$ cat config.mk
export PLATFORM = sky130hd
export DESIGN_NAME = dependency_bit_vector_clock_top
export DESIGN_NICKNAME = d
export VERILOG_FILES = /design/src/rtl/dbvc_pkg.sv /design/src/rtl/dependency_bit_vector_clock_top.sv /design/src/rtl/dbvc_ctrl.sv /design/src/rtl/dbvc_dp.sv
export SDC_FILE = /design/constraint.sdc
export NUM_CORES = 1
export LEC_CHECK = 0
export ABC_AREA = 1
export BUFFER_PORTS_ARGS = -buffer_cell sky130_fd_sc_hd__buf_2
export CORE_MARGIN = 3
export CORE_UTILIZATION = 50
export DETAILED_ROUTE_END_ITERATION = 16
export GPL_TIMING_DRIVEN = 0
export PLACE_DENSITY = 0.66
export SYNTH_ARGS = -nofsm -noshare
export SYNTH_HDL_FRONTEND = slang
export SYNTH_HIERARCHICAL = 1
export SYNTH_SLANG_ARGS = --single-unit
$ cat constraint.sdc
create_clock -name clk -period 5.6 [get_ports clk]
set_input_delay 0.56 -clock clk [delete_from_list [all_inputs] [get_ports clk]]
set_output_delay 0.56 -clock clk [all_outputs]
set_load 0.01 [all_outputs]
$ cat src/rtl/dbvc_pkg.sv
// Shared constants, codes and controller/datapath interface types for the
// dependency bit-vector clock block. No dependencies.
package dbvc_pkg;

    localparam int MAX_CLOCKS = 16;
    localparam int MAX_DIMS   = 16;
    localparam int CLK_W      = $clog2(MAX_CLOCKS);
    localparam int DIM_W      = $clog2(MAX_DIMS);
    localparam int CNT_W      = $clog2(MAX_CLOCKS + 1);
    localparam int LEN_W      = $clog2(MAX_DIMS + 1);

    localparam int IN_W  = 16;
    localparam int OUT_W = 32;

    localparam logic [2:0] KIND_CREATE   = 3'd0;
    localparam logic [2:0] KIND_JOIN     = 3'd1;
    localparam logic [2:0] KIND_SNAPSHOT = 3'd2;
    localparam logic [2:0] KIND_TEST     = 3'd3;
    localparam logic [2:0] KIND_CLEAR    = 3'd4;

    localparam logic [1:0] STAT_OK      = 2'd0;
    localparam logic [1:0] STAT_DIM_BAD = 2'd1;
    localparam logic [1:0] STAT_UNKNOWN = 2'd2;
    localparam logic [1:0] STAT_FULL    = 2'd3;

    typedef enum logic [1:0] {
        ST_IDLE,
        ST_CLOSE,
        ST_EMIT
    } state_t;

    typedef struct packed {
        logic accept;   // take the input beat
        logic step;     // one closure step
        logic emit;     // load snapshot/test result into output register
    } cmd_t;

    typedef struct packed {
        logic needs_close;  // input beat is a snapshot/test on a known clock
        logic closed;       // frontier stopped growing
        logic out_free;     // output register can take a result this cycle
    } sts_t;

endpackage

$ cat src/rtl/dependency_bit_vector_clock_top.sv
// Top level of the dependency bit-vector clock block.
// Depends on dbvc_pkg, dbvc_ctrl and dbvc_dp.
//
//  channel   ports               beat contents
//  -------   -----------------   -----------------------------------------------
//  input     s_tvalid/tready     s_tdata: kind, dimension, target_clock, source_clock
//  output    m_tvalid/tready     m_tdata: status, new_clock, clock_bits,
//                                         bit_value, vector_length
//
// Create, join, clear, spare-kind and unknown-clock beats are written to the
// output register when accepted. Snapshot and test walk the dependency closure
// one frontier step per cycle, then wait in ST_EMIT until the output register
// is free to take the result.
// rst_n clears the tables, the FSM and the output valid.
// A stalled output holds the next beat off at the input; the next beat is
// taken in the cycle the waiting result leaves.
module dependency_bit_vector_clock_top
    import dbvc_pkg::*;
(
    input  logic              clk,
    input  logic              rst_n,
    input  logic              s_tvalid,
    output logic              s_tready,
    // [2:0] kind, [6:3] dimension, [10:7] target_clock, [14:11] source_clock,
    // [15] zero
    input  logic [IN_W-1:0]   s_tdata,
    output logic              m_tvalid,
    input  logic              m_tready,
    // [1:0] status, [5:2] new_clock, [21:6] clock_bits, [22] bit_value,
    // [27:23] vector_length, [31:28] zero
    output logic [OUT_W-1:0]  m_tdata
);

    cmd_t cmd;
    sts_t sts;

    dbvc_ctrl u_ctrl (
        .clk      (clk),
        .rst_n    (rst_n),
        .in_valid (s_tvalid),
        .in_ready (s_tready),
        .sts      (sts),
        .cmd      (cmd)
    );

    dbvc_dp u_dp (
        .clk       (clk),
        .rst_n     (rst_n),
        .in_data   (s_tdata),
        .cmd       (cmd),
        .sts       (sts),
        .out_valid (m_tvalid),
        .out_ready (m_tready),
        .out_data  (m_tdata)
    );

endmodule

$ cat src/rtl/dbvc_ctrl.sv
// Controller FSM: sequences accept, closure iteration and result emit.
// Depends on dbvc_pkg.
module dbvc_ctrl
    import dbvc_pkg::*;
(
    input  logic   clk,
    input  logic   rst_n,
    input  logic   in_valid,
    output logic   in_ready,
    input  sts_t   sts,
    output cmd_t   cmd
);

    state_t state_reg;
    state_t state_next;

    always_ff @(posedge clk or negedge rst_n)
    begin
        if (!rst_n)
        begin
            state_reg <= ST_IDLE;
        end
        else
        begin
            state_reg <= state_next;
        end
    end

    always_comb
    begin
        state_next = state_reg;
        case (state_reg)
            ST_IDLE:
            begin
                if (in_valid && sts.out_free && sts.needs_close)
                begin
                    state_next = ST_CLOSE;
                end
            end
            ST_CLOSE:
            begin
                if (sts.closed)
                begin
                    state_next = ST_EMIT;
                end
            end
            ST_EMIT:
            begin
                if (sts.out_free)
                begin
                    state_next = ST_IDLE;
                end
            end
            default:
            begin
                state_next = ST_IDLE;
            end
        endcase
    end

    always_comb
    begin
        in_ready   = 1'b0;
        cmd.accept = 1'b0;
        cmd.step   = 1'b0;
        cmd.emit   = 1'b0;
        case (state_reg)
            ST_IDLE:
            begin
                in_ready   = sts.out_free;
                cmd.accept = in_valid && sts.out_free;
            end
            ST_CLOSE:
            begin
                cmd.step = 1'b1;
            end
            ST_EMIT:
            begin
                cmd.emit = sts.out_free;
            end
            default:
            begin
                in_ready = 1'b0;
            end
        endcase
    end

endmodule

$ cat src/rtl/dbvc_dp.sv
// Datapath: clock tables, dependency matrix, closure frontier and output
// register. Depends on dbvc_pkg; driven by dbvc_ctrl commands.
module dbvc_dp
    import dbvc_pkg::*;
(
    input  logic              clk,
    input  logic              rst_n,
    input  logic [IN_W-1:0]   in_data,
    input  cmd_t              cmd,
    output sts_t              sts,
    output logic              out_valid,
    input  logic              out_ready,
    output logic [OUT_W-1:0]  out_data
);

    // clock tables
    logic [MAX_CLOCKS-1:0] dep_reg [MAX_CLOCKS];
    logic [MAX_CLOCKS-1:0] dep_next [MAX_CLOCKS];
    logic [DIM_W-1:0]      cdim_reg [MAX_CLOCKS];
    logic [MAX_DIMS-1:0]   owned_reg, owned_next;
    logic [CNT_W-1:0]      count_reg, count_next;
    logic [LEN_W-1:0]      len_reg, len_next;

    // item and closure
    logic [DIM_W-1:0]      dim_reg;
    logic [2:0]            kind_reg;
    logic [MAX_CLOCKS-1:0] visited_reg, visited_next;
    logic [MAX_CLOCKS-1:0] frontier;
    logic [MAX_DIMS-1:0]   snap_bits;

    logic                  out_valid_reg, out_valid_next;
    logic [OUT_W-1:0]      out_data_reg, out_data_next;

    logic [2:0]            in_kind;
    logic [DIM_W-1:0]      in_dim;
    logic [CLK_W-1:0]      in_tgt;
    logic [CLK_W-1:0]      in_src;
    logic                  tgt_ok, src_ok, dim_bad, full;
    logic [1:0]            res_status;
    logic [CLK_W-1:0]      res_newc;
    logic                  cdim_we;
    logic                  out_free;

    assign in_kind = in_data[2:0];
    assign in_dim  = in_data[6:3];
    assign in_tgt  = in_data[10:7];
    assign in_src  = in_data[14:11];

    assign tgt_ok  = {1'b0, in_tgt} < count_reg;
    assign src_ok  = {1'b0, in_src} < count_reg;
    assign dim_bad = ({1'b0, in_dim} >= (DIM_W+1)'(MAX_DIMS)) || owned_reg[in_dim];
    assign full    = count_reg >= CNT_W'(MAX_CLOCKS);

    assign out_free = !out_valid_reg || out_ready;

    // one closure step: union of dependency rows of every visited clock
    always_comb
    begin
        frontier = visited_reg;
        for (int i = 0; i < MAX_CLOCKS; i++)
        begin
            if (visited_reg[i] && (CNT_W'(i) < count_reg))
            begin
                frontier = frontier | dep_reg[i];
            end
        end
    end

    always_comb
    begin
        snap_bits = '0;
        for (int i = 0; i < MAX_CLOCKS; i++)
        begin
            if (visited_reg[i] && (CNT_W'(i) < count_reg))
            begin
                snap_bits[cdim_reg[i]] = 1'b1;
            end
        end
    end

    assign sts.needs_close = ((in_kind == KIND_SNAPSHOT) || (in_kind == KIND_TEST)) && tgt_ok;
    assign sts.closed      = (frontier == visited_reg);
    assign sts.out_free    = out_free;

    // table updates and immediate results
    always_comb
    begin
        dep_next   = dep_reg;
        owned_next = owned_reg;
        count_next = count_reg;
        len_next   = len_reg;
        res_status = STAT_OK;
        res_newc   = '0;
        cdim_we    = 1'b0;
        if (cmd.accept)
        begin
            case (in_kind)
                KIND_CREATE:
                begin
                    if (dim_bad)
                    begin
                        res_status = STAT_DIM_BAD;
                    end
                    else if (full)
                    begin
                        res_status = STAT_FULL;
                    end
                    else
                    begin
                        cdim_we                       = 1'b1;
                        dep_next[count_reg[CLK_W-1:0]] = '0;
                        owned_next[in_dim]            = 1'b1;
                        if ({1'b0, in_dim} + 1'b1 > len_reg)
                        begin
                            len_next = {1'b0, in_dim} + 1'b1;
                        end
                        res_newc   = count_reg[CLK_W-1:0];
                        count_next = count_reg + 1'b1;
                    end
                end
                KIND_JOIN:
                begin
                    if (!tgt_ok || !src_ok)
                    begin
                        res_status = STAT_UNKNOWN;
                    end
                    else
                    begin
                        dep_next[in_tgt][in_src] = 1'b1;
                    end
                end
                KIND_SNAPSHOT, KIND_TEST:
                begin
                    if (!tgt_ok)
                    begin
                        res_status = STAT_UNKNOWN;
                    end
                end
                KIND_CLEAR:
                begin
                    for (int i = 0; i < MAX_CLOCKS; i++)
                    begin
                        dep_next[i] = '0;
                    end
                    owned_next = '0;
                    count_next = '0;
                    len_next   = '0;
                end
                default:
                begin
                    res_status = STAT_OK;
                end
            endcase
        end
    end

    // result register; pad bits stay zero
    always_comb
    begin
        out_valid_next = out_valid_reg && !out_ready;
        out_data_next  = out_data_reg;
        visited_next   = visited_reg;
        if (cmd.accept && sts.needs_close)
        begin
            visited_next = MAX_CLOCKS'(1) << in_tgt;
        end
        else if (cmd.accept)
        begin
            out_valid_next = 1'b1;
            out_data_next  = {4'b0, len_next, 1'b0, 16'b0, res_newc, res_status};
        end
        else if (cmd.step)
        begin
            visited_next = frontier;
        end
        else if (cmd.emit)
        begin
            out_valid_next = 1'b1;
            out_data_next  = {4'b0, len_reg,
                              (kind_reg == KIND_TEST) ? snap_bits[dim_reg] : 1'b0,
                              snap_bits, {CLK_W{1'b0}}, STAT_OK};
        end
    end

    always_ff @(posedge clk or negedge rst_n)
    begin
        if (!rst_n)
        begin
            for (int i = 0; i < MAX_CLOCKS; i++)
            begin
                dep_reg[i] <= '0;
            end
            owned_reg     <= '0;
            count_reg     <= '0;
            len_reg       <= '0;
            out_valid_reg <= 1'b0;
        end
        else
        begin
            dep_reg       <= dep_next;
            owned_reg     <= owned_next;
            count_reg     <= count_next;
            len_reg       <= len_next;
            out_valid_reg <= out_valid_next;
        end
    end

    always_ff @(posedge clk)
    begin
        if (cdim_we)
        begin
            cdim_reg[count_reg[CLK_W-1:0]] <= in_dim;
        end
        if (cmd.accept)
        begin
            kind_reg <= in_kind;
            dim_reg  <= in_dim;
        end
        visited_reg  <= visited_next;
        out_data_reg <= out_data_next;
    end

    assign out_valid = out_valid_reg;
    assign out_data  = out_data_reg;

endmodule

==> key figures <==
Power
  – Pwr Total: 11.89 mW
  – Pwr per Cell Area: 462.2 mW/mm2
  – Peak VDD IR: 0.2695 mV
  – Leak: 13.26 nW

STA
  – Hold Fails Final Rpt: 0
  – Worst rel slew slack: 3.770%
  – Worst Max-Slew Pin Slew: 1.438 ns
  – Period Utilization, post-route: 85.93%
  – Slew Viols, Final: 0
  – Setup Skew: 0.02960 ns
  – Final setup violation count: 0
  – Tmin final: 4.812 ns
  – RSZ-0062 raised after global routing: false
  – Fmax: 207.8 MHz
  – Final setup margin: 0.7878 ns

Synth
  – Largest family of logic cells by synthesized area: simple AND/OR/NAND/NOR gates
  – Cells after Synth: 3288
  – Distinct cell type count after synthesis: 45
  – Mux cell area share after synthesis: 0%
  – Synth cell count leaders: 957 x nand2_1, 632 x inv_1, 391 x nor2_1
  – Synth Area in XOR/XNOR: 0.07578%
  – Yosys top cell area share: 29.77%
  – Post-synth EDFFs: 115
  – Synth warn: 6
  – Synth Cell Area: 0.02312 mm2
  – Synth Area in Simple Gates: 27.60%
  – Adder-Cell Fraction of Synth Area: 1.028%
  – Ranking of synthesized cells by area: dfrtp_1 30%, nand2_1 16%, edfxtp_1 15%, inv_1 10%, nor2_1 6.3%
  – Ys flop type: dfrtp_1
  – Synth Area in Compound Gates: 12.91%
  – Yosys top cell by area: dfrtp_1
  – Ys async rst share: 70.51%
  – Syn avg cell area: 7.030 um2
  – #FFs+latches synth: 390
  – Seq/Total Area, Yosys: 44.71%
  – Cell with the most instances after synthesis: nand2_1

Floorplan
  – I/O Pins: 54
  – # rows: 78
  – Initial core utilization: 50.83%
  – Die span in x: 221.0 um
  – Die ar.: 0.04885 mm2
  – Die height: 221.0 um
  – Core Box Area: 0.04548 mm2

Routing
  – WL/cell: 22.78 um
  – Final wirelength: 91.74 mm
  – First-pass DRT Iterations: 6
  – DRT antenna net count: 0
  – Drc violations: 0
  – Vias per inst: 5.708
  – DR vias: 22988
  – DR iter-0 viols: 3138

Setup path
  – Setup slack, reg-to-reg: 0.79 ns
  – FF-to-FF End: u_dp/cdim_reg[7][2]$_DFFE_PP_
  – CP Data Arrival Time: 5.02 ns
  – CP dominant cell by count: nand2_1
  – Crit-path max FO: 10
  – CP endpoint kind: flip-flop
  – FF-to-FF path depth: 14
  – Critical-path cell list: nand2_1 -> buf_4 -> nand2_1 -> nor2_1 -> inv_1 -> nor2_1 -> inv_1 -> a21oi_1 -> nand2_1 -> inv_2 -> buf_2 -> nand2_1 -> buf_2 -> nor3_1
  – CP max stage delay: 0.80 ns
  – RR Startpoint: u_dp/out_valid$_DFF_PN0_
  – Data required, critical path: 5.81 ns
  – Crit path kind: reg -> reg
  – Slowest cell on the critical path: nor3_1
  – Startpoint types: flip-flop

Run status
  – Status: complete, no violations

Placed design
  – Final GP Congestion: 1.039
  – Port-buffer cells: 48
  – Place WS: 0.5267 ns
  – Post-DP HPWL: 68.67 mm

Global routing
  – Global Route Usage Sum: 36.76%
  – Grt total ovfl: 0
  – Global route hottest layer: met1
  – Grt met1 use: 53.74%
  – Global-route wire length before repair: 134.9 mm
  – Met2 Use GR: 52.12%
  – Largest net degree at the start of global routing: 98
  – Initial antenna violation count: 3
  – Met3 Resource Use GR: 10.21%
  – Vias in the first global route: 21253

Final layout
  – Max reg flops: 246
  – Synthesis-to-finish area growth: 11.26%
  – Share of cells above drive strength 1: 6.976%
  – Number of nets in the layout: 3430

Clock tree
  – Clock root buffer: clkbuf_16
  – Skew-Pair Late Insertion Delay: 0.60 ns
  – CTS Buffer Depth: 3
  – Setup Fix Bufs, Post-CTS: 0
  – Clock transition at the registers of the reported paths: 0.06 ns
  – Num CTS Buffers: 46
  – CTS tree: built
  – Htree depth: 2
  – Clock sinks: 390

Min path
  – Hold wc startpoint: s_tdata[2]
  – Worst hold path type: in -> reg
  – Hold endpoint: u_dp/kind_reg[2]$_DFFE_PP_
  – Hold depth: 1

Job
  – Max-cap violations: 0
-- worst max-delay path by stage --
stage          slack (ns)                          start  depth (start not counted)                              to
6_report             0.79       u_dp/out_valid$_DFF_PN0_                         14   u_dp/cdim_reg[7][2]$_DFFE_PP_
5_1_grt              0.56       u_dp/out_valid$_DFF_PN0_                         14   u_dp/cdim_reg[7][1]$_DFFE_PP_
4_1_cts              0.82       u_dp/out_valid$_DFF_PN0_                         14   u_dp/cdim_reg[7][2]$_DFFE_PP_
3_5_place_dp         0.53                       m_tready                         16   u_dp/cdim_reg[7][2]$_DFFE_PP_
3_3_place_gp        -1.33                          rst_n                          1       u_dp/len_reg[1]$_DFF_PN0_
2_1_floorplan        2.06  u_dp/count_reg[1]$_DFFE_PN0P_                         11  u_dp/out_data[0]$_SDFFCE_PN0P_
-- cell type report --
type,count,area (um2)
antenna,1,2.502
buffer,133,747.0
clock buffer,67,1330
clock inverter,16,175.2
fill,4498,19760
inverter,642,2410
multi-input combinational,2126,9638
sequential,390,10330
tap,600,750.7
timing repair buffer,52,330.3
-- metrics by stage --
stage,utilization (%),setup TNS [ns],std cells,hold WS [ns],area [um2]
6_report,56.55,0,4027,0.2057,25720
4_1_cts,56.55,0,4026,0.1775,25720
3_5_place_dp,53.21,0,3942,0.4963,24200
3_3_place_gp,53.03,-348.79,3939,0.4859,24120
2_1_floorplan,-,0,3291,0.2644,23130
5_1_grt,56.55,0,4026,0.1920,25720
-- timing repair --
action                    4_1_cts  5_1_grt
hold buffers                    1        0
resized for setup               0        0
hold endpoints to repair       74        0
-- per-layer routing --
| layer | wire length (um) | vias to the layer above |
|---|---|---|
| li1 | - | 10442 |
| met1 | 37970 | 10907 |
| met2 | 37390 | 1385 |
| met3 | 12540 | 246 |
| met4 | 3738 | 8 |
| met5 | 100 | - |
-- where the power goes --
| part | internal [mW] | switching [mW] |
|---|---|---|
| registers | 3.82 | 0.278 |
| logic | 1.25 | 3.54 |
| clock network | 1.75 | 1.25 |
-- critical path, delay by kind of cell, from the launching register on --
kind,cells,cell delay [ns]
buf+inv,6,1.37
flops,1,0.38
simple gates,7,2.52
compound gates,1,0.16
-- placed cells by master, fill, tap and decap left out, types with 46 or more instances in the layout --
cell	instances
buf_2	79
o21bai_1	67
nand3_1	137
nor2_1	390
a21oi_1	73
dfrtp_1	275
o21ai_0	207
o22ai_1	66
nand2_1	957
clkbuf_16	46
inv_1	632
edfxtp_1	115
clkbuf_1	64
-- kinds of logic (layout without fill, tap and decap cells) --
| logic type | Yosys count | in the layout |
|---|---|---|
| adders and majority gates | 19 | 19 |
| xor gates and xnor gates | 2 | 2 |
| other | 1 | 5 |
| DFF | 390 | 390 |
| and+or+nand+nor | 1588 | 1588 |
| buffers and inverters | 775 | 910 |
| AOI/OAI and AO/OA | 513 | 513 |
No activity file was read; power rests on OpenSTA's default activity.
